## src/hw/rtl/lzwe_pkg.sv

```systemverilog
package lzwe_pkg;

  localparam int MAX_WIDTH  = 12;
  localparam int DICT_DEPTH = 4096;
  localparam int ADDR_W     = $clog2(DICT_DEPTH);
  localparam int CODE_LIMIT = (DICT_DEPTH < (1 << MAX_WIDTH)) ? DICT_DEPTH : (1 << MAX_WIDTH);
  localparam int NF_W       = $clog2(CODE_LIMIT + 1);
  localparam int EP_W       = 8;
  localparam int CODE_W     = 16;
  localparam int WID_W      = 5;
  localparam int CFG_W      = 9;
  localparam int BYTE_W     = 8;
  localparam int LITERALS   = 256;

  typedef enum logic [1:0] {
    CFG_FIRST_FREE  = 2'd0,
    CFG_START_WIDTH = 2'd1,
    CFG_END_CODE    = 2'd2,
    CFG_WIDEN_CODE  = 2'd3
  } cfg_idx_e;

  typedef struct packed {
    logic [CFG_W-1:0] first_free;
    logic [WID_W-1:0] start_width;
    logic [CFG_W-1:0] end_code;
    logic [CFG_W-1:0] widen_code;
  } cfg_t;

  typedef struct packed {
    logic [BYTE_W-1:0] data_byte;
    logic              stream_end;
  } item_t;

  typedef struct packed {
    logic [EP_W-1:0]   epoch;
    logic [ADDR_W-1:0] prefix;
    logic [BYTE_W-1:0] data_byte;
    logic [ADDR_W-1:0] code;
  } dict_entry_t;

  typedef struct packed {
    logic              we;
    logic [ADDR_W-1:0] waddr;
    dict_entry_t       wdata;
    logic [ADDR_W-1:0] raddr;
  } dict_req_t;

  typedef struct packed {
    logic [CODE_W-1:0] code;
    logic [WID_W-1:0]  width;
    logic              last;
  } result_t;

  function automatic logic [ADDR_W-1:0] hash_addr(logic [ADDR_W-1:0] prefix,
                                                  logic [BYTE_W-1:0] data_byte);
    return prefix ^ (ADDR_W'(data_byte) << (ADDR_W - BYTE_W));
  endfunction

endpackage

```

## src/hw/rtl/lzwe_back.sv

```systemverilog
module lzwe_back import lzwe_pkg::*; (
  input  logic        clk_i,
  input  logic        rst_ni,
  input  cfg_t        cfg_i,
  input  logic        deq_valid_i,
  input  item_t       item_i,
  output logic        deq_o,
  output dict_req_t   dict_req_o,
  input  dict_entry_t dict_rdata_i,
  output logic        out_valid_o,
  input  logic        out_stall_i,
  output result_t     result_o
);

  typedef enum logic [3:0] {
    ST_CLEAR = 4'b0001,
    ST_IDLE  = 4'b0010,
    ST_PROBE = 4'b0100,
    ST_EMIT  = 4'b1000
  } state_e;

  state_e            state_q, state_d;
  logic [ADDR_W-1:0] prefix_q, prefix_d;
  logic              pv_q, pv_d;
  logic [NF_W-1:0]   nf_q, nf_d;
  logic [WID_W-1:0]  cw_q, cw_d;
  logic [EP_W-1:0]   epoch_q, epoch_d;
  logic [BYTE_W-1:0] byte_q, byte_d;
  logic              last_q, last_d;
  logic [ADDR_W-1:0] paddr_q, paddr_d;
  logic [ADDR_W-1:0] sweep_q, sweep_d;
  logic              clr_pend_q, clr_pend_d;
  logic [CODE_W-1:0] lcode_q [4];
  logic [CODE_W-1:0] lcode_d [4];
  logic [WID_W-1:0]  lwid_q [4];
  logic [WID_W-1:0]  lwid_d [4];
  logic [2:0]        lcnt_q, lcnt_d;
  logic [1:0]        lidx_q, lidx_d;
  logic              out_valid_q, out_valid_d;
  result_t           out_q, out_d;

  logic              out_free;
  logic              hit;
  logic              empty;
  logic [NF_W-1:0]   eff_first;
  logic [WID_W-1:0]  eff_width;
  logic [ADDR_W-1:0] haddr;
  logic [ADDR_W-1:0] next_paddr;

  assign out_valid_o = out_valid_q;
  assign result_o    = out_q;
  assign out_free    = !out_valid_q || !out_stall_i;
  assign hit   = (dict_rdata_i.epoch == epoch_q) && (dict_rdata_i.prefix == prefix_q) &&
                 (dict_rdata_i.data_byte == byte_q);
  assign empty = (dict_rdata_i.epoch != epoch_q);
  assign eff_first = (cfg_i.first_free < CFG_W'(LITERALS)) ? NF_W'(LITERALS)
                                                           : NF_W'(cfg_i.first_free);
  assign eff_width = (cfg_i.start_width < WID_W'(9))  ? WID_W'(9)  :
                     (cfg_i.start_width > WID_W'(16)) ? WID_W'(16) : cfg_i.start_width;
  assign haddr      = hash_addr(prefix_q, item_i.data_byte);
  assign next_paddr = (paddr_q == ADDR_W'(DICT_DEPTH - 1)) ? '0 : paddr_q + 1'b1;

  always_comb begin
    logic              end_stream;
    logic              added;
    logic              widen;
    logic [NF_W-1:0]   nf_new;
    logic [WID_W-1:0]  w;
    logic [2:0]        n;

    end_stream = 1'b0;
    added      = 1'b0;
    widen      = 1'b0;
    nf_new     = nf_q + 1'b1;
    w          = cw_q;
    n          = 3'd0;

    state_d    = state_q;
    prefix_d   = prefix_q;
    pv_d       = pv_q;
    nf_d       = nf_q;
    cw_d       = cw_q;
    epoch_d    = epoch_q;
    byte_d     = byte_q;
    last_d     = last_q;
    paddr_d    = paddr_q;
    sweep_d    = sweep_q;
    clr_pend_d = clr_pend_q;
    lcode_d    = lcode_q;
    lwid_d     = lwid_q;
    lcnt_d     = lcnt_q;
    lidx_d     = lidx_q;
    deq_o      = 1'b0;

    dict_req_o.we    = 1'b0;
    dict_req_o.waddr = paddr_q;
    dict_req_o.wdata = '0;
    dict_req_o.raddr = paddr_q;

    out_valid_d = out_valid_q && out_stall_i;
    out_d       = out_q;

    case (state_q)
      ST_CLEAR: begin
        dict_req_o.we    = 1'b1;
        dict_req_o.waddr = sweep_q;
        sweep_d          = sweep_q + 1'b1;
        if (sweep_q == ADDR_W'(DICT_DEPTH - 1)) begin
          state_d = ST_IDLE;
        end
      end
      ST_IDLE: begin
        if (deq_valid_i) begin
          deq_o  = 1'b1;
          byte_d = item_i.data_byte;
          last_d = item_i.stream_end;
          if (!pv_q) begin
            nf_d     = eff_first;
            cw_d     = eff_width;
            prefix_d = ADDR_W'(item_i.data_byte);
            pv_d     = 1'b1;
            if (item_i.stream_end) begin
              lcode_d[0] = CODE_W'(item_i.data_byte);
              lwid_d[0]  = eff_width;
              lcode_d[1] = CODE_W'(cfg_i.end_code);
              lwid_d[1]  = eff_width;
              n          = 3'd2;
              end_stream = 1'b1;
            end
          end else begin
            dict_req_o.raddr = haddr;
            paddr_d          = haddr;
            state_d          = ST_PROBE;
          end
        end
      end
      ST_PROBE: begin
        if (hit) begin
          prefix_d = dict_rdata_i.code;
          if (last_q) begin
            lcode_d[0] = CODE_W'(dict_rdata_i.code);
            lwid_d[0]  = cw_q;
            lcode_d[1] = CODE_W'(cfg_i.end_code);
            lwid_d[1]  = cw_q;
            n          = 3'd2;
            end_stream = 1'b1;
          end else begin
            state_d = ST_IDLE;
          end
        end else if (!empty) begin
          // collision: step to the next slot
          paddr_d          = next_paddr;
          dict_req_o.raddr = next_paddr;
        end else begin
          added = (nf_q < NF_W'(CODE_LIMIT));
          if (added) begin
            dict_req_o.we    = 1'b1;
            dict_req_o.wdata = '{epoch: epoch_q, prefix: prefix_q, data_byte: byte_q,
                                 code: nf_q[ADDR_W-1:0]};
            nf_d = nf_new;
          end
          lcode_d[0] = CODE_W'(prefix_q);
          lwid_d[0]  = cw_q;
          n          = 3'd1;
          widen = added && (cw_q < WID_W'(MAX_WIDTH)) &&
                  (32'(nf_new) >= (32'd1 << cw_q));
          if (widen) begin
            lcode_d[1] = CODE_W'(cfg_i.widen_code);
            lwid_d[1]  = cw_q;
            n          = 3'd2;
            w          = cw_q + 1'b1;
          end
          cw_d     = w;
          prefix_d = ADDR_W'(byte_q);
          if (last_q) begin
            lcode_d[n[1:0]]      = CODE_W'(byte_q);
            lwid_d[n[1:0]]       = w;
            lcode_d[n[1:0] + 1'b1] = CODE_W'(cfg_i.end_code);
            lwid_d[n[1:0] + 1'b1]  = w;
            n          = n + 3'd2;
            end_stream = 1'b1;
          end
        end
      end
      ST_EMIT: begin
        if (out_free) begin
          out_valid_d = 1'b1;
          out_d = '{code: lcode_q[lidx_q], width: lwid_q[lidx_q],
                    last: (3'(lidx_q) + 3'd1 == lcnt_q)};
          lidx_d = lidx_q + 1'b1;
          if (3'(lidx_q) + 3'd1 == lcnt_q) begin
            if (clr_pend_q) begin
              clr_pend_d = 1'b0;
              sweep_d    = '0;
              state_d    = ST_CLEAR;
            end else begin
              state_d = ST_IDLE;
            end
          end
        end
      end
      default: begin
        state_d = ST_IDLE;
      end
    endcase

    if (n != 3'd0) begin
      lcnt_d  = n;
      lidx_d  = 2'd0;
      state_d = ST_EMIT;
    end

    // retire the stream: bump the epoch, sweep the table once it wraps
    if (end_stream) begin
      prefix_d = '0;
      pv_d     = 1'b0;
      if (epoch_q == '1) begin
        epoch_d    = EP_W'(1);
        clr_pend_d = 1'b1;
      end else begin
        epoch_d = epoch_q + 1'b1;
      end
    end
  end

  always_ff @(posedge clk_i or negedge rst_ni) begin
    if (!rst_ni) begin
      state_q     <= ST_CLEAR;
      prefix_q    <= '0;
      pv_q        <= 1'b0;
      nf_q        <= '0;
      cw_q        <= '0;
      epoch_q     <= EP_W'(1);
      sweep_q     <= '0;
      clr_pend_q  <= 1'b0;
      lcnt_q      <= '0;
      lidx_q      <= '0;
      out_valid_q <= 1'b0;
    end else begin
      state_q     <= state_d;
      prefix_q    <= prefix_d;
      pv_q        <= pv_d;
      nf_q        <= nf_d;
      cw_q        <= cw_d;
      epoch_q     <= epoch_d;
      sweep_q     <= sweep_d;
      clr_pend_q  <= clr_pend_d;
      lcnt_q      <= lcnt_d;
      lidx_q      <= lidx_d;
      out_valid_q <= out_valid_d;
    end
  end

  always_ff @(posedge clk_i) begin
    byte_q  <= byte_d;
    last_q  <= last_d;
    paddr_q <= paddr_d;
    lcode_q <= lcode_d;
    lwid_q  <= lwid_d;
    out_q   <= out_d;
  end

`ifndef NO_ASSERTIONS
  a_write_state: assert property (@(posedge clk_i) disable iff (!rst_ni)
    dict_req_o.we |-> (state_q == ST_CLEAR || state_q == ST_PROBE))
    else $error("dictionary written outside sweep or probe");
  a_pop_idle: assert property (@(posedge clk_i) disable iff (!rst_ni)
    deq_o |-> state_q == ST_IDLE)
    else $error("item taken while busy");
  a_nf_limit: assert property (@(posedge clk_i) disable iff (!rst_ni)
    pv_q |-> nf_q <= NF_W'(CODE_LIMIT))
    else $error("next free code beyond limit");
  a_out_width: assert property (@(posedge clk_i) disable iff (!rst_ni)
    out_valid_q |-> (out_q.width >= WID_W'(9) && out_q.width <= WID_W'(16)))
    else $error("code width out of range");
`endif

endmodule
```

## config.mk

```make
export PLATFORM = sky130hd
export DESIGN_NAME = lzwe_back
export DESIGN_NICKNAME = d
export VERILOG_FILES = /design/src/hw/rtl/lzwe_pkg.sv /design/src/hw/rtl/lzwe_back.sv
export SDC_FILE = /design/constraint.sdc
export NUM_CORES = 1
export LEC_CHECK = 0
export BUFFER_PORTS_ARGS = -buffer_cell sky130_fd_sc_hd__buf_2
export CAP_MARGIN = 25
export CORE_UTILIZATION = 52
export CTS_CLUSTER_DIAMETER = 200
export CTS_CLUSTER_SIZE = 10
export DETAILED_ROUTE_END_ITERATION = 10
export GPL_ROUTABILITY_DRIVEN = 0
export PLACE_DENSITY = 0.73
export SYNTH_ARGS = -nofsm -noshare
export SYNTH_HDL_FRONTEND = slang
export SYNTH_SLANG_ARGS = --single-unit
```

## constraint.sdc

```tcl
create_clock -name clk_i -period 10.2 [get_ports clk_i]
set_clock_uncertainty 0.1 [all_clocks]
set_input_delay 0 -clock clk_i [delete_from_list [all_inputs] [get_ports clk_i]]
set_output_delay 0 -clock clk_i [all_outputs]
set_load 0.005 [all_outputs]
```

; Yosys cells after proc, flatten, opt, wreduce, memory -nomap -nowiden
; Index checks and enable logic that the tools add are counted.
[op_classes]
muxes = 131
eq_ne = 33
bitwise_logic = 5
n_shift = 1
n_reduce_logical = 30
n_lt_le_gt_ge = 11
n_addsub = 9
[op_table]
columns = operator, n
row1 = $mux W12, 14
row2 = $mux W32, 5
row3 = $bwmux W64, 2
row4 = $mux W16, 8
row5 = $mux W64, 2
row6 = $mux W40, 3
row7 = $pmux W12 S2, 4
row8 = $mux W5, 18
row9 = $mux W13, 5
row10 = $demux W16 S2, 2
row11 = $pmux W32 S2, 1
row12 = $mux W52, 1
row13 = $mux W10, 5
row14 = $bwmux W20, 2
row15 = $mux W20, 2
row16 = $ne A3 B3 Y1 const B, 11
row17 = $bmux W16 S2, 1
row18 = $ge A13 B32 Y1, 1
row19 = $mux W4, 8
row20 = $shl A1 B5 Y32 const A, 1
row21 = $pmux W13 S2, 1
row22 = $add A12 B1 Y12 const B, 2
row23 = $eq A12 B12 Y1 const B, 2
row24 = $mux W3, 8
row25 = 47 further kinds, 111
[word_totals]
output_inout_bits = 89
ff_bits = 189
inputBits = 85

; Depth between registers and ports, before layout
[depth]
depth_word = 18
ltp_mapped = 18

; Worst setup path after synthesis
; No wires, ideal clock.
[synth_path]
path_type = register -> register
from = register nf_q[0]
to = register state_q[1]
setup_time_ns = 0.096
required_ns = 10.004
arrival_ns = 4.045
period_less_slack_ns = 4.241
path_stages_with_launch = 18
path_slack_ns = 5.959
path_cell_list = dfrtp_1 -> ha_1 -> and3_1 -> nand3_1 -> nor3_1 -> nand3_1 -> xnor2_1 -> ha_1 -> a21o_1 -> a211oi_1 -> o211a_1 -> a21o_1 -> inv_1 -> buf_2 -> buf_1 -> ha_1 -> a221o_1 -> nor4_2
[synth_between]
elab_chain_len = 15
elab_cells_between_ends = 24
classes_between = 2 x add/sub / 2 x order compare / 7 x eq/ne / 9 x mux / 4 x reduce/logical
[synth_rtl]
columns = element, line_no
row1 = start: declaration, lzwe_back.sv:25  ; logic [NF_W-1:0] nf_q, nf_d;
row2 = start signal: assignment, lzwe_back.sv:243  ; nf_q <= nf_d;
row3 = $add A13 B1 Y13 / $lt A13 B13 Y1 (equally long branches), "lzwe_back.sv:74, lzwe_back.sv:155"
row4 = $ge A13 B32 Y1 / $logic_and A1 B1 Y1 (equally long branches), "lzwe_back.sv:166, lzwe_back.sv:165"
row5 = $logic_and A1 B1 Y1 *, lzwe_back.sv:165  ; widen = added && (cw_q < WID_W'(MAX_WIDTH)) &&
row6 = $mux W2 *, lzwe_back.sv:167  ; if (widen) begin
row7 = $mux W3 *, lzwe_back.sv:150  ; end else if (!empty) begin
row8 = $mux W3 *, lzwe_back.sv:138  ; if (hit) begin
row9 = $mux W3 *, lzwe_back.sv:103  ; case (state_q)
row10 = $add A3 B2 Y3, lzwe_back.sv:180  ; n = n + 3'd2;
row11 = $mux W3 *, lzwe_back.sv:175  ; if (last_q) begin
row12 = $mux W3 *, lzwe_back.sv:150
row13 = $mux W3 *, lzwe_back.sv:138
row14 = $pmux W3 S2 *, lzwe_back.sv:103
row15 = $reduce_bool A3 Y1 *, lzwe_back.sv:207  ; if (n != 3'd0) begin
row16 = $ne A3 B3 Y1 (no source line), --
row17 = $reduce_and A7 Y1 (no source line), --
row18 = end signal: assignment, lzwe_back.sv:240  ; state_q <= state_d;
row19 = end: declaration, lzwe_back.sv:22  ; state_e state_q, state_d;
; Every way passes the cells marked *; elsewhere a longest branch is shown, timed or not. The select of a mux whose other input is x is not followed.
; A chain may end at the register's enable or synchronous reset.

; Worst setup path after layout
; Same ends and word-level chain as after synthesis.

==> qor.yml <==
outcome: "complete, no violations"
synth_compound_area_share_pct: 14.5
synth_top_family_by_area: "simple AND/OR/NAND/NOR gates"
crit_start: "nf_q[0]$_DFFE_PN0P_"
dp_cells: 1433
grt_max_degree: 63
powerDensity_nw_per_um2: 262
io_pins: 174
clock_latency_ns: 0.45
netlist_top_cells_area: "edfxtp_1 (34%), dfrtp_1 (14%), nand2_1 (5.3%)"
start_util_pct: 53.4
fill_cells: 1619
cpMostUsedCell: "ha_1"
cts_inserted_buffers: 17
reg2reg_from: "nf_q[0]$_DFFE_PN0P_"
drt_drc_violations_left: 0
instances_no_fill: 1524
yosys.area.top_type: "edfxtp_1"
seq_power_share_pct: 38.8
finalCritPeriodShare_pct: 50.7
cp_max_fo: 33
drive_above_1_share_pct: 21.8
synth_area_um2: 10800
synth-adder-area-share_pct: 2.89
final_common_cell: "buf_2"
cp.arrival_ns: 5.43
port_buffers: 173
p_sw_share_pct: 40.9
grt_pass1_vias: 8779
crit_required_ns: 10.45
switchingPower_mw: 1.39
path_cells: "ha_1 -> and3_1 -> nand3_1 -> nor3_1 -> nand3_1 -> xnor2_1 -> ha_1 -> a21o_1 -> a211oi_1 -> o211a_1 -> a21o_1 -> buf_4 -> inv_1 -> ha_1 -> a221o_1 -> nor4_2"
synth_warnings: 0
fp.coreArea_um2: 20300
synth.avg_cell_area_um2: 10.4
slew_violations: 0
first_pass_iters: 7
clockRootBuffer: "clkbuf_16"
synthMuxAreaShare_pct: 6.37
cts_sinks: 185
fp-row-count: 52
die_y_um: 146
peakVddDrop_v: 0.000177
wirelength_mm: 30.5
hpwl_mm: 20.5
synth_edf_count: 123
antenna_found_initial: 0
fmax_mhz: 193
wl_per_cell_um: 20.0
synth_simple_gate_area_share_pct: 19.4
synth_top_area_share_pct: 34.1
worst_path_largest_cell_delay_ns: 0.53
fin_util_pct: 64.2
rrSetupSlack_ns: 5.02
drt_iter0_markers: 1087
die_x_um: 146
synth-async-reset-ratio_pct: 33.5
via_per_inst: 6.10
start_kind: "flip-flop"
hold_start: "cfg_i[21]"
post-place-ws_ns: 4.87
cts_setup_buffers: 0
critPathSlowestCell: "nor3_1"
timing.setup.tns_ns: 0
layout_common_cells: "buf_2 (173), nand2_1 (152), edfxtp_1 (123), and2_1 (75), o21ai_0 (71)"
slew_headroom_pct: 32.1
min_period_ns: 5.18
max_cap_violations: 0
ctsHoldBuffers: 57
path_clk_slew_ns: 0.07
via_count: 9295
p_int_mw: 2.01
synth_seq_cells: 185
tritoncts: "built"
cp-end-kind: "flip-flop"
seq_area_frac_synth_pct: 48.5
dpl-instance-area_um2: 11800
area_growth_pct: 20.3
synth_ff_type: "edfxtp_1"
timing.critical_path.to: "state_q[1]$_DFFE_PN0P_"
nNetsFinal: 1351
ff2ff_path_depth: 16
cts_htree_levels: 4
die_area_um2: 21400
crit_type: "reg -> reg"
grt_setup_unrepaired: "false"
worst_pin_slew_ns: 1.01
cts_resized: 0
design_area_um2: 13000
antenna_cells: 0
hold_path.class: "in -> reg"
grt.total_usage_pct: 28.8
ys_types: 74
grt_first_pass_wirelength_mm: 47.3
grt_overflow: 0
pwr-share-comb_pct: 41.4
clockBufferDepth: 2
synth_xor_area_share_pct: 4.77
leakage_nw: 5.42
drtAntennaViolNets: 0
pwr-share-clk_pct: 19.7
r2r_end: "state_q[1]$_DFFE_PN0P_"
setup_viol_count_final: 0
finalHoldViolations: 0
setup_slack_ns: 5.02
syn_inst: 1039
==> power by group through the flow <==
stage | sequential, mW | clock (mW) | combinational, mW
2_1_floorplan | 1.21 | 0 | 1.05
6_report | 1.32 | 0.672 | 1.41
3_3_place_gp | 1.32 | 0 | 1.34
3_5_place_dp | 1.33 | 0 | 1.37
5_1_grt | 1.35 | 0.702 | 1.55
4_1_cts | 1.31 | 0.674 | 1.40
==> state kept, by name (all words and copies together), names as in the netlist, 3 cells and up <==
name and count:
prefix_q 12, sweep_q 12, nf_q 13, state_q 4, paddr_q 12, result_o 22
lwid_q 20, byte_q 8, lcnt_q 3, cw_q 5, lcode_q 60, epoch_q 8
==> layout make-up <==
class	count	area (µm²)	share of cell area (%)
Clock buffer	19	433	3.32
Clock inverter	13	151	1.16
Inverter	15	56.3	0.432
Multi-Input combinational cell	777	5230	40.2
Sequential cell	185	5250	40.3
Tap cell	270	338	2.59
Timing Repair Buffer	245	1570	12.0
==> cells in the mapped netlist, types with 13 or more instances <==
library cell	number
a21o_1	13
a21oi_1	36
a22o_1	16
and2_1	75
and3_1	18
clkbuf_1	41
dfrtp_1	60
edfxtp_1	123
ha_1	25
inv_1	15
mux2_2	13
mux2i_1	16
mux4_2	17
nand2_1	152
nand3_1	35
nand4_1	14
nor2_1	53
nor3_1	18
o21ai_0	71
xnor2_1	36
xor2_1	23
==> kinds of logic after synthesis <==
| group | after synthesis |
|---|---|
| fa+ha+maj | 25 |
| compound gates | 231 |
| flops | 185 |
| mux | 46 |
| other cells | 1 |
| xor+xnor | 59 |
| simple gates | 409 |
| buf+inv | 83 |
==> metrics by stage <==
stage,hold WS (ns),total power [mW]
5_1_grt,0.0353,3.60
3_3_place_gp,0.114,2.66
3_5_place_dp,0.117,2.70
2_1_floorplan,-0.396,2.26
6_report,0.0152,3.41
4_1_cts,0.000128,3.39
==> layer usage <==
layer	up-vias	global-route usage, %	part of all wire (%)
li1	4231	-	-
met1	4474	38.3	40
met2	509	46.2	48
met3	81	4.50	8.0
met4	0	13.8	3.8
met5	-	0	0
==> worst max-delay path, delay by kind of cell, from the launching register on <==
kind / cells / cell delay [ns]
buffers and inverters: 2 / 0.81
AND/OR/NAND/NOR: 5 / 1.43
adder cells (fa/ha/maj): 3 / 0.95
flip-flops: 1 / 0.42
XOR/XNOR: 1 / 0.18
AO/OA/AOI/OAI: 5 / 1.17
==> how the worst min path moves through the flow <==
stage | end | slack (ns) | cells after the start
2_1_floorplan | clr_pend_q$_DFF_PN0_ | -0.40 | 0
3_3_place_gp | lcode_q[8]$_DFFE_PP_ | 0.11 | 1
3_5_place_dp | byte_q[2]$_DFFE_PP_ | 0.12 | 1
4_1_cts | nf_q[1]$_DFFE_PN0P_ | 0.0001 | 4
5_1_grt | lwid_q[16]$_DFFE_PP_ | 0.04 | 3
6_report | lwid_q[12]$_DFFE_PP_ | 0.02 | 3
No activity file was read; power rests on OpenSTA's default activity.
