## src/hw/rtl/lzwe_pkg.sv

```systemverilog
package lzwe_pkg;

  localparam int MAX_WIDTH  = 12;
  localparam int DICT_DEPTH = 4096;
  localparam int ADDR_W     = $clog2(DICT_DEPTH);
  localparam int CODE_LIMIT = (DICT_DEPTH < (1 << MAX_WIDTH)) ? DICT_DEPTH : (1 << MAX_WIDTH);
  localparam int NF_W       = $clog2(CODE_LIMIT + 1);
  localparam int EP_W       = 8;
  localparam int CODE_W     = 16;
  localparam int WID_W      = 5;
  localparam int CFG_W      = 9;
  localparam int BYTE_W     = 8;
  localparam int LITERALS   = 256;

  typedef enum logic [1:0] {
    CFG_FIRST_FREE  = 2'd0,
    CFG_START_WIDTH = 2'd1,
    CFG_END_CODE    = 2'd2,
    CFG_WIDEN_CODE  = 2'd3
  } cfg_idx_e;

  typedef struct packed {
    logic [CFG_W-1:0] first_free;
    logic [WID_W-1:0] start_width;
    logic [CFG_W-1:0] end_code;
    logic [CFG_W-1:0] widen_code;
  } cfg_t;

  typedef struct packed {
    logic [BYTE_W-1:0] data_byte;
    logic              stream_end;
  } item_t;

  typedef struct packed {
    logic [EP_W-1:0]   epoch;
    logic [ADDR_W-1:0] prefix;
    logic [BYTE_W-1:0] data_byte;
    logic [ADDR_W-1:0] code;
  } dict_entry_t;

  typedef struct packed {
    logic              we;
    logic [ADDR_W-1:0] waddr;
    dict_entry_t       wdata;
    logic [ADDR_W-1:0] raddr;
  } dict_req_t;

  typedef struct packed {
    logic [CODE_W-1:0] code;
    logic [WID_W-1:0]  width;
    logic              last;
  } result_t;

  function automatic logic [ADDR_W-1:0] hash_addr(logic [ADDR_W-1:0] prefix,
                                                  logic [BYTE_W-1:0] data_byte);
    return prefix ^ (ADDR_W'(data_byte) << (ADDR_W - BYTE_W));
  endfunction

endpackage

```

## src/hw/rtl/lzwe_queue.sv

```systemverilog
module lzwe_queue import lzwe_pkg::*; (
  input  logic  clk_i,
  input  logic  rst_ni,
  input  logic  in_valid_i,
  input  item_t item_i,
  output logic  in_stall_o,
  output logic  deq_valid_o,
  output item_t item_o,
  input  logic  deq_i
);

  item_t      slot_q [2];
  logic       wr_ptr_q, wr_ptr_d;
  logic       rd_ptr_q, rd_ptr_d;
  logic [1:0] count_q, count_d;
  logic       push;

  assign in_stall_o  = (count_q == 2'd2);
  assign deq_valid_o = (count_q != 2'd0);
  assign item_o      = slot_q[rd_ptr_q];
  assign push        = in_valid_i && !in_stall_o;

  always_comb begin
    wr_ptr_d = push ? !wr_ptr_q : wr_ptr_q;
    rd_ptr_d = deq_i ? !rd_ptr_q : rd_ptr_q;
    count_d  = count_q + 2'(push) - 2'(deq_i);
  end

  always_ff @(posedge clk_i or negedge rst_ni) begin
    if (!rst_ni) begin
      wr_ptr_q <= 1'b0;
      rd_ptr_q <= 1'b0;
      count_q  <= 2'd0;
    end else begin
      wr_ptr_q <= wr_ptr_d;
      rd_ptr_q <= rd_ptr_d;
      count_q  <= count_d;
    end
  end

  always_ff @(posedge clk_i) begin
    if (push) begin
      slot_q[wr_ptr_q] <= item_i;
    end
  end

endmodule

```

## config.mk

```make
export PLATFORM = sky130hd
export DESIGN_NAME = lzwe_queue
export DESIGN_NICKNAME = d
export VERILOG_FILES = /design/src/hw/rtl/lzwe_pkg.sv /design/src/hw/rtl/lzwe_queue.sv
export SDC_FILE = /design/constraint.sdc
export NUM_CORES = 1
export LEC_CHECK = 0
export BUFFER_PORTS_ARGS = -buffer_cell sky130_fd_sc_hd__buf_2
export CAP_MARGIN = 0
export CELL_PAD_IN_SITES_DETAIL_PLACEMENT = 0
export CELL_PAD_IN_SITES_GLOBAL_PLACEMENT = 1
export CORE_MARGIN = 4
export CORE_UTILIZATION = 44
export CTS_BUF_LIST = sky130_fd_sc_hd__clkbuf_8
export DETAILED_ROUTE_END_ITERATION = 7
export GPL_ROUTABILITY_DRIVEN = 0
export PLACE_DENSITY_LB_ADDON = 0.1
export SYNTH_ARGS = -nofsm -noshare
export SYNTH_HDL_FRONTEND = slang
export SYNTH_SLANG_ARGS = --single-unit
```

## constraint.sdc

```tcl
create_clock -name clk_i -period 2.21 [get_ports clk_i]
set_clock_uncertainty 0.2 [all_clocks]
set_input_delay 0.221 -clock clk_i [delete_from_list [all_inputs] [get_ports clk_i]]
set_output_delay 0.221 -clock clk_i [all_outputs]
set_load 0.01 [all_outputs]
```

Yosys cells after proc, flatten, opt, wreduce, memory -nomap -nowiden

Memories as Yosys holds them, arrays and structs flattened.
Cells that the tools add are included.

Bits in writable memories: 18
Flip-flop bits (word level): 4
Input bits: 13
Memories kept: 1
Logic and storage cells: 14

Memory list:

| name   | words | bits a word | rd ports | clocked after memory_dff | wr ports | RTL line         | RTL |
|---|---|---|---|---|---|---|---|
| slot_q | 2     | 9           | 1        | 0                        | 1        | lzwe_queue.sv:12 | `item_t slot_q [2];` |

Add/subtract/negate cells: 2
Reductions and logical operators: 5
Eq/ne operators: 1
Multiplexer cells: 2

Operators with widths:

| operator           | number |
|---|---|
| $logic_not 1->1    | 3 |
| $add 2x1->2        | 1 |
| $eq 2x2->1 const B | 1 |
| $mux 1             | 2 |
| $reduce_bool 2->1  | 1 |
| $sub 2x1->2        | 1 |
| $logic_and 1x1->1  | 1 |

Logic depth before layout (Yosys ltp)

Gate-level depths: netlist of the first run.

Word-level depth: 5
Mapped depth: 7
Depth with buffers taken out: 7

Worst setup path after synthesis of the first run

No wires, ideal clock.

Path kind: register -> register
Start: register count_q[1]
End: register count_q[1]
Arrival time: 1287 ps
Clock period less this slack: 1610 ps
Data required time: 1887 ps
Setup slack: 600 ps
Setup time: 123 ps
Stages on the path, launching flop included: 8
Cells stage by stage: dfrtp_1 -> nand2b_1 -> nand2_1 -> ha_1 -> inv_1 -> ha_1 -> xnor2_1 -> xnor2_1

Longest elaborated chain between the ends: 5

Ends and longest elaborated chain:

| what                   | RTL line         | RTL |
|---|---|---|
| from (decl)            | lzwe_queue.sv:15 | `logic [1:0] count_q, count_d;` |
| from (signal assigned) | lzwe_queue.sv:37 | `count_q <= count_d;` |
| $eq 2x2->1             | lzwe_queue.sv:18 | `assign in_stall_o = (count_q == 2'd2);` |
| $logic_not 1->1        | lzwe_queue.sv:21 | `assign push = in_valid_i && !in_stall_o;` |
| $logic_and 1x1->1      | lzwe_queue.sv:21 |  |
| $add 2x1->2 *          | lzwe_queue.sv:26 | `count_d = count_q + 2'(push) - 2'(deq_i);` |
| $sub 2x1->2 *          | lzwe_queue.sv:26 |  |
| named net count_d[1]   | lzwe_queue.sv:15 |  |

The timed path passes the listed nets; every way through them passes the cells marked *.
A chain may end at the register's enable or synchronous reset.

==> results of run 1 <==
area by class of cell:
cell class,instances,area (um^2)
clock buffers,3,41.3
clock inverters,1,3.75
fillers,151,623
inverters,2,7.51
multi-input cells,20,221
flip-flops and latches,22,641
well taps,25,31.3
repair buffers,35,233
report_power, final:
group          switching (mW)  internal, mW
clock network           0.110         0.123
logic                   0.191         0.274
registers              0.0893         0.577
total                   0.390         0.975
flip-flops by register name (all words and copies together), names as in the netlist:
name and cells:
slot_q 18, count_q 2, rd_ptr_q 1, wr_ptr_q 1
through the flow:
stage                util  total power [mW]
global placement    0.568              1.13
global route        0.654              1.45
floorplan               -             0.994
CTS                 0.654              1.38
finish              0.654              1.36
detailed placement  0.568              1.14
cells by family after synthesis:
| logic type | share of synthesized area |
|---|---|
| adder cells (fa/ha/maj) | 0.0284 |
| flip-flops | 0.727 |
| multiplexers | 0.153 |
| buffers and inverters | 0.0213 |
| AND/OR/NAND/NOR | 0.0298 |
| XOR/XNOR | 0.0398 |
placed cells by master, fill, tap and decap left out, drive strengths merged, types with 2 or more instances in the layout:
cell type and count:
clkbuf 3, ha 2, buf 24, xnor2 3
dlygate4sd3 11, mux2 9, edfxtp 18, dfrtp 4
inv 3
cell usage after synthesis:
cell      count
and3_1        1
buf_6         1
dfrtp_1       4
edfxtp_1     18
ha_1          2
inv_1         2
mux2_4        9
nand2_1       1
nand2b_1      1
nor2_1        1
or2_2         1
xnor2_1       3
xor2_1        1
path summary, 6_finish.rpt:
path / start / endpoint / cells after the start
setup reg to reg: count_q[1] / count_q[1] / 7
setup / recovery: rd_ptr_q / item_o[6] / 2
max in group asynchronous: rst_ni / count_q[1] / 2
min in group asynchronous: rst_ni / count_q[0] / 2
hold reg to reg: wr_ptr_q / wr_ptr_q / 1
hold / removal: in_valid_i / wr_ptr_q / 3
worst register-to-register path, delay by kind of cell, from the launching register on:
| family | cells | cell delay, ps |
|---|---|---|
| adders and majority gates | 2 | 460 |
| buffers and inverters | 1 | 30 |
| DFF | 1 | 410 |
| and+or+nand+nor | 2 | 230 |
| xor gates and xnor gates | 2 | 310 |
per-layer routing:
layer,vias up,share of wire
met2,13,0.53
li1,238,-
met5,-,0
met4,0,0
met3,0,0.058
met1,220,0.41
==> results.md, run 1 <==
- DR DRC count: 0
- Crit-path slowest cell: dfrtp_1
- PwrDens: roughly 1200 nW/um^2
- Hpwl dp: 920 um
- Slew margin rel.: 0.597
- Setup tns final: 0 ps
- CTS H-tree depth: 1
- Max Cap Viol: 0
- WP buf/inv: 1
- Worst Path Max Fanout: 10
- Placed instance area: 1020 um^2
- Tmin final: 1890 ps
- Net Count, Synth: 60
- Routed WL per cell: 12.2 um
- Global route hottest layer: met2
- Worst path arrival time: 1470 ps
- Worst Slack Setup Final: 317 ps
- Top delay family on crit path: flip-flops
- Synth Register Bits: 22
- R2R setup slack: 500 ps
- Pins Over Slew Limit: 0
- First-pass GRT wire length: 2140 um
- Crit-path max cell delay: 730 ps
- Crit Path Class: reg2out
- Max Clock Freq: 0.528 GHz
- CORE AREA: 1800 um^2
- Die area: roughly 2800 um^2
- LEAKAGE: a little over 0.5 nW
- Share of layout cells above drive strength 1: 0.446
- Placement row count: 15
- Resized Gates After CTS: 0
- Cell Chain, Critical Path: mux2_4, buf_2
- PortBufs: 23
- Worst vdd ir: around 0.82 mV
- Post-synthesis cell type count: 13
- CTS Root Cell: clkbuf_8
- CP required: approximately 1800 ps
- Status: finished clean
- Final hold viol count: 0
- Cell area after layout: roughly 1200 um^2
- Cell area after technology mapping: 881 um^2
- Die Span X: 52.7 um
- Synth top area share: 0.614
- Worst setup EP type: output pin
- Number of vias per cell: 4.36
- WL final: 1320 um
- Fin crit share: 0.857
- Clk_lat worst skew: 250 ps
- Largest net degree at the start of global routing: 13
- Setup Slack @ Placement: 509 ps
- Post-Layout Cell Count: 108
- RSZ-0062 raised after global routing: false
- Total Nets Final: 99
- Diode count: 0
- # placed instances: 93
- Global route overflow: 0
- Die H: 52.7 um
- Post-CTS setup buffers: 0
- Yosys warning total: 0
- CTS tree: yes
- Met2 usage: 0.198
- Initial DRC count: 5
- Vias: 471
- M1 GR Usage: 0.123
- Top cells by area, synth: edfxtp_1 61%, mux2_4 15%, dfrtp_1 11%
- Final setup violation count: 0
- Initial Utilization: 0.489
- GRT Overall Usage: 0.110
- CTS buffer count: 3
- Worst Setup Start Kind: register
- CTS Sinks: 22
- Met3 usage: 0.0313
- Vias in the first global route: 516
- Post-Syn Area per Cell: 19.6 um^2
- Register area share after synthesis: 0.727
- Post-synthesis instance total: 45
- Cts-stage hold buffer count: 11
- Ports: 24
- Layout area overhead: 33.8%
- Worst Hold Class: in2reg
- First drt pass iteration count: 3
- Cell taking the most area after synthesis: edfxtp_1
- Worst-path clk slew: about 70 ps
- Worst Tran Pin Value: 605 ps
- Initial antenna violation count: 0
- Final ANT Viol Nets: 0
- Final Hold Slack: 81.8 ps
- Longest Clk Path Bufs: 2
Power figures use the tool's default switching activity.
==> run 2, diff against run 1 <==
--- a/config.mk
+++ b/config.mk
@@ -10,8 +10,7 @@
 export CELL_PAD_IN_SITES_DETAIL_PLACEMENT = 0
 export CELL_PAD_IN_SITES_GLOBAL_PLACEMENT = 1
 export CORE_MARGIN = 4
-export CORE_UTILIZATION = 44
-export CTS_BUF_LIST = sky130_fd_sc_hd__clkbuf_8
+export CORE_UTILIZATION = 41
 export DETAILED_ROUTE_END_ITERATION = 7
 export GPL_ROUTABILITY_DRIVEN = 0
 export PLACE_DENSITY_LB_ADDON = 0.1
==> results.md, run 2 (same netlist as run 1, synthesis figures left out) <==
- CORE AREA: 2000 um^2 (+11%)
- Max reg flops: 18 (unchanged)
- WP buf/inv: 1 (unchanged)
- Status: finished clean
- Worst Setup Start Kind: register
- Setup tns final: 0 ps (unchanged)
- Total Nets Final: 100 (+1.0%)
- Fin crit share: 0.878 (+0.0209)
- Die H: 54.4 um (+3.1%)
- Worst Tran Pin Value: 576 ps (-28.9 ps)
- Top delay family on crit path: flip-flops
- Worst vdd ir: 0.723 mV (-12%)
- Largest registers: slot_q: 18 flops, count_q: 2 flops
- Tmin final: 1940 ps (+46.1 ps)
- Routed WL per cell: 11.6 um (-4.7%)
- Most frequent cells in the layout: 23 x buf_2, 18 x edfxtp_1, 11 x dlygate4sd3_1
- RSZ-0062 raised after global routing: false
- Worst path arrival time: 1520 ps (+50 ps)
- CP required: 1790 ps (about the same)
- Crit Path Class: reg2out
- Ports: 24 (unchanged)
- Worst Path Max Fanout: 10 (unchanged)
- Pins Over Slew Limit: 0 (unchanged)
- Setup crit start: rd_ptr_q
- Initial antenna violation count: 0 (unchanged)
- Die area: 2950 um^2 (+6.2%)
- Worst setup EP type: output pin
- Crit-path max cell delay: 730 ps (about the same)
- CTS H-tree depth: 1 (unchanged)
- Final setup violation count: 0 (unchanged)
- Initial Utilization: 0.440 (-0.0489)
- DR DRC count: 0 (unchanged)
- Crit-path slowest cell: dfrtp_1
- First-pass GRT wire length: 2000 um (-6.5%)
- PortBufs: 23 (unchanged)
- Vias: 476 (+1.1%)
- Final Hold Slack: 26.5 ps (-55.3 ps)
- Diode count: 0 (unchanged)
- Initial DRC count: 6 (+1)
- Share of layout cells above drive strength 1: 0.464 (+0.0185)
- Max Cap Viol: 0 (unchanged)
- Commonest non-fill, non-tap cell in the layout: buf_2
- Worst-path clk slew: 120 ps (+50 ps)
- Layout area overhead: 35.8%
- Global route overflow: 0 (unchanged)
- Largest net degree at the start of global routing: 14 (+1)
- CTS buffer count: 3 (unchanged)
- Clk_lat worst skew: 300 ps (+50 ps)
- Placement row count: 16 (+1)
- Max Clock Freq: 0.516 GHz (-2.4%)
- PwrDens: 1200 nW/um^2 (+3.4%)
- Vias in the first global route: 465 (-9.9%)
- Worst Hold Class: in2async
- Slew margin rel.: 0.616 (+0.0193)
- Most flop-heavy register: slot_q
- Cell Chain, Critical Path: mux2_4, buf_2
- Number of vias per cell: 4.29 (-1.7%)
- CTS Root Cell: clkbuf_4
- Longest Clk Path Bufs: 2 (unchanged)
- Post-CTS setup buffers: 0 (unchanged)
- CTS tree: yes
- CTS Sinks: 22 (unchanged)
- Final ANT Viol Nets: 0 (unchanged)
- GRT Overall Usage: 0.103 (-0.00755)
- Hpwl dp: 899 um (-2.3%)
- LEAKAGE: 0.516 nW (+1.2%)
- Reg-to-reg startpoint: count_q[1]
- Final hold viol count: 0 (unchanged)
- WL final: 1290 um (-2.0%)
- First drt pass iteration count: 4 (+1)
- Die Span X: 54.4 um (+3.1%)
run 2: layout make-up:
class	instances	area (um^2)
tap	27	33.8
clock inverter	1	30.0
inverter	2	7.51
sequential	22	641
fill	173	806
multi-input combinational	20	221
timing repair buffer	36	240
clock buffer	3	22.5
run 2: final timing paths:
check,depth (start not counted),slack (ps),endpoint
max,2,270,item_o[3]
min,2,30,count_q[1]
max reg2reg,7,500,count_q[1]
min reg2reg,1,300,wr_ptr_q
max in group asynchronous,2,1650,wr_ptr_q
min in group clk_i,3,30,wr_ptr_q
run 2: per-stage QoR:
stage          instances  setup slack [ps]  cell area [um^2]  power (mW)   util
6_report             111               270              1200        1.43  0.598
5_1_grt              111               190              1200        1.52  0.598
4_1_cts              111               240              1200        1.45  0.598
3_5_place_dp          96               523              1030        1.14  0.516
3_3_place_gp          96               548              1030        1.14  0.516
2_1_floorplan         45               600               881       0.994      -
run 2: repair_timing:
item,4_1_cts,5_1_grt
hold endpoints to repair,23,0
hold buffers,11,0
resized for setup,0,0
run 2: power breakdown:
| part | leakage (nW) | switching (mW) | total, mW | internal [mW] |
|---|---|---|---|---|
| combinational | 0.275 | 0.190 | 0.471 | 0.282 |
| sequential | 0.214 | 0.0857 | 0.662 | 0.576 |
| clock | 0.0279 | 0.115 | 0.298 | 0.183 |
| total | 0.516 | 0.391 | 1.43 | 1.04 |
run 2: layer usage:
metal  global-route usage  up-vias  share of wire
met5                    0        -              0
met1                0.115      219           0.39
met2                0.173       11           0.54
met4               0.0622        0         0.0070
li1                     -      244              -
met3               0.0272        2          0.057
==> run 3, diff against run 2 <==
--- a/config.mk
+++ b/config.mk
@@ -14,6 +14,7 @@
 export DETAILED_ROUTE_END_ITERATION = 7
 export GPL_ROUTABILITY_DRIVEN = 0
 export PLACE_DENSITY_LB_ADDON = 0.1
+export REMOVE_ABC_BUFFERS = 1
 export SYNTH_ARGS = -nofsm -noshare
 export SYNTH_HDL_FRONTEND = slang
 export SYNTH_SLANG_ARGS = --single-unit
==> results.md, run 3 (same netlist as run 1, synthesis figures left out) <==
- Status: finished clean
- RSZ-0062 raised after global routing: false
- Max Clock Freq: 0.520 GHz (+0.88%)
- Most frequent cells in the layout: 23 x buf_2, 18 x edfxtp_1, 11 x dlygate4sd3_1
- Worst Setup Start Kind: register
- Most flop-heavy register: slot_q
- CTS buffer count: 3 (unchanged)
- Longest Clk Path Bufs: 2 (unchanged)
- Clk_lat worst skew: 290 ps (about the same)
- Worst-path clk slew: 110 ps (about the same)
- CTS H-tree depth: 1 (unchanged)
- Fin crit share: 0.870 (-0.00765)
- Worst vdd ir: 0.576 mV (-20%)
- Final setup violation count: 0 (unchanged)
- CP required: 1790 ps (about the same)
- CTS tree: yes
- Tmin final: 1920 ps (-16.9 ps)
- Cell area after layout: 1160 um^2 (-2.8%)
- WL final: 1200 um (-7.0%)
- LEAKAGE: 0.498 nW (-3.4%)
- Share of layout cells above drive strength 1: 0.446 (-0.0185)
- Die area: 2950 um^2 (unchanged)
- Worst Slack Setup Final: 287 ps (+16.9 ps)
- CTS Root Cell: clkbuf_4
- Setup tns final: 0 ps (unchanged)
- Final ANT Viol Nets: 0 (unchanged)
- First drt pass iteration count: 4 (unchanged)
- Ports: 24 (unchanged)
- Initial DRC count: 5 (-1)
- CTS Sinks: 22 (unchanged)
- Fillers: 177 (+2.3%)
- Largest registers: slot_q: 18 flops, count_q: 2 flops
- Layout area overhead: 32.0%
- Die Span X: 54.4 um (unchanged)
- Worst path arrival time: 1500 ps (-20 ps)
- Worst Hold Class: in2reg
- PwrDens: 1120 nW/um^2 (-6.7%)
- Placement row count: 16 (unchanged)
- Routed WL per cell: 10.9 um (-6.2%)
- Final Hold Slack: 36.9 ps (+10.4 ps)
- Initial antenna violation count: 0 (unchanged)
- Max reg flops: 18 (unchanged)
- Diode count: 0 (unchanged)
- First-pass GRT wire length: 1970 um (-1.7%)
- Global route overflow: 0 (unchanged)
- CORE AREA: 2000 um^2 (unchanged)
- Total Power: 1.30 mW (-9.4%)
- Worst Tran Pin Value: 569 ps (-6.75 ps)
- PortBufs: 23 (unchanged)
- Max Cap Viol: 0 (unchanged)
- Vias: 485 (+1.9%)
- Largest net degree at the start of global routing: 13 (-1)
- Number of vias per cell: 4.41 (+2.8%)
- Hpwl dp: 903 um (+0.47%)
- Vias in the first global route: 478 (+2.8%)
- Pins Over Slew Limit: 0 (unchanged)
- Placed instance area: 1030 um^2 (-0.73%)
- Slew margin rel.: 0.621 (+0.00450)
- Worst setup EP type: output pin
- Die H: 54.4 um (unchanged)
- Worst Path Max Fanout: 10 (unchanged)
- Commonest non-fill, non-tap cell in the layout: buf_2
- Final hold viol count: 0 (unchanged)
- Total Nets Final: 99 (-1.0%)
- DR DRC count: 0 (unchanged)
- Crit Path Class: reg2out
- GRT Overall Usage: 0.0956 (-0.00729)
- Setup Slack @ Placement: 529 ps (+5.90 ps)
- Initial Utilization: 0.440 (unchanged)
==> run 3: cell count changes in the layout (fill, tap and decap cells not counted), sizes merged <==
cell and delta:
buf -1, bufinv -1, clkinv +1
==> run 3: metrics by stage <==
step                utilization  cells
finish                    0.581    110
global route              0.581    110
CTS                       0.581    110
detailed placement        0.513     95
global placement          0.513     95
floorplan                     -     44
==> run 3: layer usage <==
| layer | vias up | global-route usage | wire, um |
|---|---|---|---|
| met4 | 0 | 0.0373 | 0 |
| li1 | 242 | - | - |
| met1 | 230 | 0.100 | 448 |
| met5 | - | 0 | 0 |
| met3 | 0 | 0.0163 | 62 |
| met2 | 13 | 0.185 | 689 |
==> run 3: layout make-up <==
class,count,area [um^2],area share
repair buffers,35,233,0.200
flip-flops and latches,22,641,0.551
clock inverters,1,3.75,0.00323
clock buffers,3,22.5,0.0194
inverters,2,7.51,0.00646
multi-input cells,20,221,0.191
well taps,27,33.8,0.0291
==> run 3: worst paths after layout <==
kind / to / from / slack, ps / cells past startpoint
max: item_o[4] / rd_ptr_q / 290 / 2
min: wr_ptr_q / in_valid_i / 40 / 3
max reg2reg: count_q[1] / count_q[1] / 520 / 7
min reg2reg: wr_ptr_q / wr_ptr_q / 310 / 1
max in group asynchronous: rd_ptr_q / rst_ni / 1640 / 2
min in group asynchronous: count_q[1] / rst_ni / 50 / 2
==> run 3: power by group <==
group | leakage, nW | internal, mW | total, mW | switching (mW)
clock network | 0.0154 | 0.0657 | 0.174 | 0.109
registers | 0.214 | 0.576 | 0.662 | 0.0854
logic | 0.269 | 0.274 | 0.461 | 0.187
==> run 3: worst max-delay path, cell delays in order, from the launching register on <==
cell and delay (ps):
dfrtp_1 720, mux2_4 350, buf_2 140
==> run 3: timing repair <==
item,in CTS,in global routing
resized for setup,0,0
setup buffers,0,0
hold endpoints to repair,23,0
hold buffers,11,0
